[src/design/i2cmts_pkg.sv]
// Package for the I2C master transfer sequencer: transaction payload types,
// request and status codes, and transmit buffer sizing.
// No dependencies.
`default_nettype none

package i2cmts_pkg;

	// Transmit buffer geometry (depth is a power of two)
	localparam int BUF_DEPTH = 256;
	localparam int BUF_AW    = $clog2(BUF_DEPTH);
	localparam int LEN_W     = 9;
	localparam int IDX_CMP_W = 13;

	typedef enum logic [1:0] {
		REQ_START = 2'd0,
		REQ_EVENT = 2'd1,
		REQ_ABORT = 2'd2,
		REQ_LOAD  = 2'd3
	} req_kind_t;

	typedef enum logic [1:0] {
		START_NONE   = 2'd0,
		START_COND   = 2'd1,
		START_REPEAT = 2'd2
	} start_kind_t;

	typedef enum logic [1:0] {
		ST_OK    = 2'd0,
		ST_NACK  = 2'd1,
		ST_NOSYS = 2'd2,
		ST_ABORT = 2'd3
	} status_t;

	typedef struct packed {
		req_kind_t        req_type;
		logic [7:0]       slave_addr;
		logic             is_read;
		logic             is_ten_bit;
		logic [LEN_W-1:0] msg_len;
		logic             send_stop;
		logic             xfer_complete;
		logic             nack_seen;
		logic [7:0]       rx_data;
		logic [7:0]       load_index;
		logic [7:0]       load_value;
	} req_t;

	typedef struct packed {
		start_kind_t start_kind;
		logic        drive_data;
		logic [7:0]  data_out;
		logic        release_bus;
		logic        no_ack_next;
		logic        switch_to_rx;
		logic        rx_valid;
		logic [7:0]  rx_byte;
		logic [7:0]  byte_index;
		logic        irq_enable;
		logic        done_res;
		status_t     status;
	} rsp_t;

	// Buffer port request from the sequencer to the buffer memory
	typedef struct packed {
		logic              wr_en;
		logic              rd_en;
		logic [BUF_AW-1:0] wr_addr;
		logic [BUF_AW-1:0] rd_addr;
		logic [7:0]        wr_data;
	} buf_req_t;

endpackage

`default_nettype wire

[src/design/i2cmts_txbuf.sv]
// Transmit byte buffer: one write port and one registered read port.
// Depends on i2cmts_pkg.
`default_nettype none

module i2cmts_txbuf (
	input  wire logic                 clk,
	input  wire i2cmts_pkg::buf_req_t breq,
	output logic [7:0]                rdata
);

	logic [7:0] mem [i2cmts_pkg::BUF_DEPTH];
	logic [7:0] rdata_q;

	// Write loaded bytes
	always_ff @(posedge clk) begin
		if (breq.wr_en) begin
			mem[breq.wr_addr] <= breq.wr_data;
		end
	end

	// Registered read; hold while no read is issued
	always_ff @(posedge clk) begin
		if (breq.rd_en) begin
			rdata_q <= mem[breq.rd_addr];
		end
	end

	assign rdata = rdata_q;

endmodule

`default_nettype wire

[src/design/i2cmts_ctrl.sv]
// Transfer sequencer core: mode and position registers, per-transaction step
// logic, buffer port requests and the first pipeline stage. Depends on i2cmts_pkg.
`default_nettype none

module i2cmts_ctrl (
	input  wire logic                 clk,
	input  wire logic                 arst_n,
	input  wire logic                 req_valid,
	output logic                      req_ready,
	input  wire i2cmts_pkg::req_t     req,
	input  wire logic                 adv_s1,
	output logic                      valid_s1,
	output logic                      use_mem_s1,
	output i2cmts_pkg::rsp_t          res_s1,
	output i2cmts_pkg::buf_req_t      breq
);

	localparam int LW = i2cmts_pkg::LEN_W;

	logic          active_q, read_mode_q, stop_at_end_q;
	logic [LW-1:0] length_q, position_q;
	logic          addr_phase_q, master_mode_q, irq_on_q;

	logic          active_d, read_mode_d, stop_at_end_d;
	logic [LW-1:0] length_d, position_d;
	logic          addr_phase_d, master_mode_d, irq_on_d;

	logic             accept;
	logic             use_mem;
	logic [LW-1:0]    pos_inc;
	logic [LW-1:0]    rest;
	logic             load_in_range;
	i2cmts_pkg::rsp_t res;

	assign req_ready = !valid_s1 || adv_s1;
	assign accept    = req_valid && req_ready;
	assign pos_inc   = position_q + LW'(1);
	assign rest      = length_q - position_q;
	assign load_in_range = IDX_CMP_W_CHECK(req.load_index);

	function automatic logic IDX_CMP_W_CHECK(input logic [7:0] idx);
		logic [i2cmts_pkg::IDX_CMP_W-1:0] ext;
		ext = i2cmts_pkg::IDX_CMP_W'(idx);
		return ext < i2cmts_pkg::IDX_CMP_W'(i2cmts_pkg::BUF_DEPTH);
	endfunction

	// Step one transaction: controller actions and next mode state
	always_comb begin
		res           = '0;
		use_mem       = 1'b0;
		active_d      = active_q;
		read_mode_d   = read_mode_q;
		stop_at_end_d = stop_at_end_q;
		length_d      = length_q;
		position_d    = position_q;
		addr_phase_d  = addr_phase_q;
		master_mode_d = master_mode_q;
		irq_on_d      = irq_on_q;

		unique case (req.req_type)
			i2cmts_pkg::REQ_START: begin
				res.start_kind = master_mode_q ? i2cmts_pkg::START_REPEAT
				                               : i2cmts_pkg::START_COND;
				master_mode_d = 1'b1;
				addr_phase_d  = 1'b1;
				active_d      = 1'b0;
				if (req.msg_len == '0) begin
					master_mode_d   = 1'b0;
					res.release_bus = 1'b1;
					res.done_res    = 1'b1;
					res.status      = i2cmts_pkg::ST_OK;
				end else if (req.is_ten_bit) begin
					master_mode_d   = 1'b0;
					res.release_bus = 1'b1;
					res.done_res    = 1'b1;
					res.status      = i2cmts_pkg::ST_NOSYS;
				end else begin
					active_d       = 1'b1;
					read_mode_d    = req.is_read;
					stop_at_end_d  = req.send_stop;
					length_d       = req.msg_len;
					position_d     = '0;
					res.drive_data = 1'b1;
					irq_on_d       = 1'b1;
					if (req.is_read) begin
						res.no_ack_next = (req.msg_len <= LW'(1));
						res.data_out    = {req.slave_addr[7:1], 1'b1};
					end else begin
						res.data_out    = {req.slave_addr[7:1], 1'b0};
					end
				end
			end
			i2cmts_pkg::REQ_EVENT: begin
				if (!irq_on_q) begin
					// interrupts off: ignore
				end else if (!active_q) begin
					master_mode_d   = 1'b0;
					res.release_bus = 1'b1;
				end else if (read_mode_q) begin
					if (!req.xfer_complete) begin
						// read ignores events without the complete flag
					end else if (addr_phase_q) begin
						if (req.nack_seen) begin
							irq_on_d     = 1'b0;
							active_d     = 1'b0;
							res.done_res = 1'b1;
							res.status   = i2cmts_pkg::ST_NACK;
						end else begin
							addr_phase_d     = 1'b0;
							res.switch_to_rx = 1'b1;
						end
					end else begin
						if (rest == LW'(2)) begin
							res.no_ack_next = 1'b1;
						end else if (rest == LW'(1)) begin
							master_mode_d   = 1'b0;
							res.release_bus = 1'b1;
						end
						res.rx_valid   = 1'b1;
						res.rx_byte    = req.rx_data;
						res.byte_index = position_q[7:0];
						position_d     = pos_inc;
						if (pos_inc == length_q) begin
							active_d     = 1'b0;
							res.done_res = 1'b1;
							res.status   = i2cmts_pkg::ST_OK;
						end
					end
				end else begin
					if (req.xfer_complete && !req.nack_seen) begin
						if (position_q == length_q) begin
							if (stop_at_end_q) begin
								master_mode_d   = 1'b0;
								res.release_bus = 1'b1;
							end
							irq_on_d     = 1'b0;
							active_d     = 1'b0;
							res.done_res = 1'b1;
							res.status   = i2cmts_pkg::ST_OK;
						end else begin
							// data byte comes from the buffer read
							res.drive_data = 1'b1;
							use_mem        = 1'b1;
							position_d     = pos_inc;
						end
					end else begin
						irq_on_d     = 1'b0;
						active_d     = 1'b0;
						res.done_res = 1'b1;
						res.status   = i2cmts_pkg::ST_NACK;
					end
				end
			end
			i2cmts_pkg::REQ_ABORT: begin
				if (active_q) begin
					res.done_res = 1'b1;
					res.status   = i2cmts_pkg::ST_ABORT;
				end
				active_d        = 1'b0;
				master_mode_d   = 1'b0;
				irq_on_d        = 1'b0;
				addr_phase_d    = 1'b0;
				position_d      = '0;
				res.release_bus = 1'b1;
			end
			i2cmts_pkg::REQ_LOAD: begin
				// buffer write only
			end
			default: begin
			end
		endcase
		res.irq_enable = irq_on_d;
	end

	// Drive the buffer ports: write on load, read at current position
	always_comb begin
		breq.wr_en   = accept && (req.req_type == i2cmts_pkg::REQ_LOAD) && load_in_range;
		breq.wr_addr = i2cmts_pkg::BUF_AW'(req.load_index);
		breq.wr_data = req.load_value;
		breq.rd_en   = accept && use_mem;
		breq.rd_addr = i2cmts_pkg::BUF_AW'(position_q);
	end

	// Update mode state on each accepted transaction
	always_ff @(posedge clk or negedge arst_n) begin
		if (!arst_n) begin
			active_q      <= 1'b0;
			read_mode_q   <= 1'b0;
			stop_at_end_q <= 1'b0;
			length_q      <= '0;
			position_q    <= '0;
			addr_phase_q  <= 1'b0;
			master_mode_q <= 1'b0;
			irq_on_q      <= 1'b0;
		end else if (accept) begin
			active_q      <= active_d;
			read_mode_q   <= read_mode_d;
			stop_at_end_q <= stop_at_end_d;
			length_q      <= length_d;
			position_q    <= position_d;
			addr_phase_q  <= addr_phase_d;
			master_mode_q <= master_mode_d;
			irq_on_q      <= irq_on_d;
		end
	end

	// Stage 1 valid flag
	always_ff @(posedge clk or negedge arst_n) begin
		if (!arst_n) begin
			valid_s1 <= 1'b0;
		end else if (req_ready) begin
			valid_s1 <= accept;
		end
	end

	// Stage 1 payload, aligned with the buffer read data
	always_ff @(posedge clk) begin
		if (accept) begin
			res_s1     <= res;
			use_mem_s1 <= use_mem;
		end
	end

endmodule

`default_nettype wire

[src/design/i2c_master_transfer_sequencer.sv]
// Top level of the I2C master transfer sequencer: sequencer core, transmit
// buffer memory and result output register. Depends on i2cmts_pkg, i2cmts_ctrl, i2cmts_txbuf.
`default_nettype none

// Each accepted request transaction (start, byte-complete event, abort or
// buffer load) yields exactly one result transaction, in order. A request
// is taken every cycle while results are taken; its result is registered in
// stage 1, with the sequencer step and the synchronous transmit buffer read,
// then in the output register. While a result waits on rsp_ready, one more
// request enters the first stage; the input then stalls until the result
// is taken. The buffer needs no clearing pass; unwritten entries read as
// undefined.
module i2c_master_transfer_sequencer (
	input  wire logic             clk,
	input  wire logic             arst_n,
	input  wire logic             req_valid,
	output logic                  req_ready,
	input  wire i2cmts_pkg::req_t req,
	output logic                  rsp_valid,
	input  wire logic             rsp_ready,
	output i2cmts_pkg::rsp_t      rsp
);

	logic                 valid_s1, use_mem_s1, adv_s1;
	i2cmts_pkg::rsp_t     res_s1;
	i2cmts_pkg::rsp_t     res_merged;
	i2cmts_pkg::buf_req_t breq;
	logic [7:0]           rdata;
	logic                 rsp_valid_q;
	i2cmts_pkg::rsp_t     rsp_q;

	assign adv_s1 = valid_s1 && (!rsp_valid_q || rsp_ready);

	i2cmts_ctrl u_ctrl (
		.clk        (clk),
		.arst_n     (arst_n),
		.req_valid  (req_valid),
		.req_ready  (req_ready),
		.req        (req),
		.adv_s1     (adv_s1),
		.valid_s1   (valid_s1),
		.use_mem_s1 (use_mem_s1),
		.res_s1     (res_s1),
		.breq       (breq)
	);

	i2cmts_txbuf u_txbuf (
		.clk   (clk),
		.breq  (breq),
		.rdata (rdata)
	);

	// Hold the output valid until the result transaction is taken
	always_ff @(posedge clk or negedge arst_n) begin
		if (!arst_n) begin
			rsp_valid_q <= 1'b0;
		end else if (adv_s1) begin
			rsp_valid_q <= 1'b1;
		end else if (rsp_ready) begin
			rsp_valid_q <= 1'b0;
		end
	end

	// Merge buffer data into the result
	always_comb begin
		res_merged = res_s1;
		if (use_mem_s1) begin
			res_merged.data_out = rdata;
		end
	end

	// Load the output register as the first stage advances
	always_ff @(posedge clk) begin
		if (adv_s1) begin
			rsp_q <= res_merged;
		end
	end

	assign rsp_valid = rsp_valid_q;
	assign rsp       = rsp_q;

endmodule

`default_nettype wire

[config.mk]
export PLATFORM = sky130hd
export DESIGN_NAME = i2c_master_transfer_sequencer
export DESIGN_NICKNAME = d
export VERILOG_FILES = /design/src/design/i2cmts_pkg.sv /design/src/design/i2cmts_txbuf.sv /design/src/design/i2cmts_ctrl.sv /design/src/design/i2c_master_transfer_sequencer.sv
export SDC_FILE = /design/constraint.sdc
export NUM_CORES = 2
export LEC_CHECK = 0
export BUFFER_PORTS_ARGS = -buffer_cell sky130_fd_sc_hd__buf_2
export CORE_UTILIZATION = 50
export CTS_BUF_LIST = sky130_fd_sc_hd__clkbuf_16
export CTS_CLUSTER_SIZE = 30
export DETAILED_ROUTE_END_ITERATION = 6
export PLACE_DENSITY = 0.76
export SYNTH_ARGS = -nofsm -noshare
export SYNTH_HDL_FRONTEND = slang
export SYNTH_SLANG_ARGS = --single-unit
[constraint.sdc]
create_clock -name clk -period 4.2 [get_ports clk]
set_clock_uncertainty 0.15 [all_clocks]
set_input_delay 0.21 -clock clk [delete_from_list [all_inputs] [get_ports clk]]
set_output_delay 0.21 -clock clk [all_outputs]
set_load 0.02 [all_outputs]
==> results.sh <==
export IMPL_die_h_um=412
export IMPL_finalHoldViolCount=0
export IMPL_gp_congestion=0.896
export IMPL_synth_edff_count=2127
export IMPL_placed_area_mm2=0.0889
export IMPL_post_synth_top_area_cell="edfxtp_1"
export IMPL_die_w_um=412
export IMPL_worstSetupStartpoint="u_ctrl.position_q[0]$_DFFE_PN0P_"
export IMPL_syn_area_mm2=0.0840
export IMPL_drive_above_1_share_pct=25.2
export IMPL_track_usage_pct=25.3
export IMPL_cts_root_buf="clkbuf_16"
export IMPL_nNetsFinal=4605
export IMPL_core_mm2=0.167
export IMPL_yosysUniqueCellTypes=68
export IMPL_hold_class="in -> reg"
export IMPL_overflow=0
export IMPL_setup_violations=0
export IMPL_synth_area_per_cell_um2=20.5
export IMPL_critPathKind="reg -> reg"
export IMPL_grt_pass1_wl_um=308000
export IMPL_die_area_mm2=0.170
export IMPL_rsz0062_at_grt="false"
export IMPL_p_leak_nw=30.1
export IMPL_dp_hpwl_um=130000
export IMPL_synth_most_common_cell="edfxtp_1"
export IMPL_end_kind="register"
export IMPL_cts_clk_slew_worst_paths_ns=0.06
export IMPL_grt_use_met2_pct=38.8
export IMPL_num_vias=45016
export IMPL_yosysWarnings=0
export IMPL_nFillCells=11631
export IMPL_timing_final_crit_share_pct=97.2
export IMPL_vias_per_cell=6.51
export IMPL_arrival_ns=4.50
export IMPL_min_period_ns=4.08
export IMPL_top_usage_layer="met2"
export IMPL_antenna_found_initial=15
export IMPL_synth_top_area_share_pct=76.0
export IMPL_clock_latency_ns=0.82
export IMPL_gr_usage_met1_pct=35.1
export IMPL_grt_max_degree=179
export IMPL_cp_max_fo=19
export IMPL_report_final_slew_viol_count=0
export IMPL_synth_area_top_cells="edfxtp_1 76%, mux4_2 12%, mux2i_1 2.2%"
export IMPL_hp_start="req[2]"
export IMPL_reg2reg_to="u_txbuf.rdata[0]$_DFFE_PP_"
export IMPL_ys_seq_elements=2153
export IMPL_ant_nets=0
export IMPL_drt_wl_total_um=216000
export IMPL_seq_area_frac_synth_pct=76.8
export IMPL_powerDensity_mw_per_mm2=480
export IMPL_first_pass_iters=6
export IMPL_synthFlopType="edfxtp_1"
export IMPL_reg2reg_depth=10
export IMPL_area_growth_syn_to_layout_pct=14.1
export IMPL_drt_iter0_drc=6653
export IMPL_grt_pass1_vias=44135
export IMPL_rrSetupSlack_ns=0.12
export IMPL_yosys_top_cells_count="2,127 x edfxtp_1, 441 x mux4_2, 311 x nor2_1, 181 x mux2i_1, 129 x clkbuf_1"
export IMPL_cts_buffers=202
export IMPL_drv_cap=0
export IMPL_status="complete, no violations"
export IMPL_num_rows=150
export IMPL_grt_met3_usage_pct=6.44
export IMPL_start_util_pct=50.3
export IMPL_io_pin_count=89
export IMPL_clockBufferDepth=3
export IMPL_synthArstFlopShare_pct=1.21
export IMPL_r2r_start="u_ctrl.position_q[0]$_DFFE_PN0P_"
export IMPL_fmax_mhz=245
export IMPL_start_kind="register"
export IMPL_cts_tree="built"
export IMPL_numPortBuffers=87
export IMPL_tns_ns=0
export IMPL_tightest_slew_ns=1.24
export IMPL_ctsHtreeMaxLevel=4
export IMPL_slew_headroom_pct=17.2
export IMPL_clock_sinks=2153
export IMPL_wl_per_cell_um=31.2
export IMPL_endpoint="u_txbuf.rdata[0]$_DFFE_PP_"
export IMPL_fin_area_mm2=0.0959
export IMPL_required_ns=4.62
export IMPL_synth_cells=4108
export IMPL_synth_nets=4176
export IMPL_drcViolationCount=0
export IMPL_ir_drop_mv=0.354
-- layout make-up --
cell class	count	area (um^2)	share of cell area, %
tap	2204	2760	2.88
inverter	18	68.8	0.0718
clock inverter	170	1140	1.19
antenna	5	12.5	0.0130
clock buffer	208	5200	5.43
sequential	2153	64500	67.3
timing repair buffer	470	4040	4.21
multi-input combinational	1692	18100	18.9
-- worst min path at each step --
stage,to,slack (ns),cells past startpoint
after floorplan,rsp_valid$_DFFE_PN0P_,-0.24,0
after global routing,u_ctrl.length_q[1]$_DFFE_PN0P_,0.03,4
after CTS,u_ctrl.length_q[1]$_DFFE_PN0P_,0.0007,4
final,u_txbuf.mem[139][2]$_DFFE_PP_,0.03,1
after detailed placement,u_ctrl.valid_s1$_DFFE_PN0N_,0.12,1
after global placement,rsp_valid$_DFFE_PN0P_,0.11,1
-- per-stage QoR --
stage / hold slack (ns) / utilization (%) / total power, W / std cells / setup WS [ns]
final: 0.0332 / 57.4 / 0.0460 / 6920 / 0.116
after global routing: 0.0311 / 57.4 / 0.0471 / 6916 / 0.0125
after CTS: 0.000656 / 57.4 / 0.0460 / 6914 / 0.109
after detailed placement: 0.122 / 53.2 / 0.0288 / 6475 / 0.154
after global placement: 0.108 / 53.2 / 0.0287 / 6475 / 0.173
after floorplan: -0.236 / - / 0.0273 / 4108 / 0.320
-- state kept, by name (all words and copies together), names as in the netlist, 8 cells and up --
signal	flops
rsp	35
u_ctrl.res_s1	35
u_ctrl.length_q	9
u_txbuf.mem	2048
u_ctrl.position_q	9
u_txbuf.rdata	8
-- what timing repair did --
item	CTS	global route
endpoints found under the setup margin	0	3
hold buffers	61	0
hold endpoints to repair	352	0
setup buffers	0	1
resized for setup	0	2
-- metal layers --
layer / up-vias / routed length (um)
li1: 17935 / -
met1: 23245 / 79000
met2: 3337 / 101000
met3: 483 / 28100
met4: 16 / 8080
met5: - / 97
-- worst max-delay path, stage by stage, from the launching register on --
cell and delay, ns:
dfrtp_4 0.76, buf_12 0.27, buf_12 0.22, buf_12 0.20, buf_4 0.18, mux4_2 0.50
a221oi_1 0.75, buf_4 0.24, o22ai_1 0.07, o21ai_0 0.29, o311ai_1 0.15
-- layout by cell type, fill, tap and decap left out, drive strengths merged, types with 6 or more instances in the layout --
master,synthesis,layout
a22o,29,29
nand3,30,30
a311oi,7,7
o2111ai,6,6
mux2i,181,181
inv,16,57
a221oi,65,65
mux4,441,441
buf,116,402
a22oi,90,90
nand4,7,7
and3,10,10
xnor2,12,12
nor2,311,311
ha,15,15
nand2b,11,11
nor4,17,17
o22ai,16,16
dlygate4sd3,0,60
clkbuf,129,216
a21oi,90,90
nor3,28,28
o21ai,59,59
clkinv,2,115
edfxtp,2127,2127
and2,13,13
xor2,7,7
o31ai,16,16
dfrtp,26,26
nand2,89,89
bufinv,0,13
a221o,14,14
o221ai,13,13
mux2,18,18
nor2b,22,22
o211ai,8,8
a211oi,16,16
-- report_power, final --
part	leakage, nW	internal [W]	switching (W)
Combinational	7.32	0.00206	0.00252
Clock	3.29	0.00975	0.00783
Sequential	19.5	0.0237	0.000119
Total	30.1	0.0355	0.0105
-- kinds of logic after synthesis --
kind of cell	share of synthesized area, %
adders and majority gates	0.247
xor gates and xnor gates	0.198
DFF	76.8
muxes	14.2
AOI/OAI and AO/OA	3.90
buffers and inverters	1.77
and+or+nand+nor	2.90
Note: power is estimated with default switching activity, not from simulation.
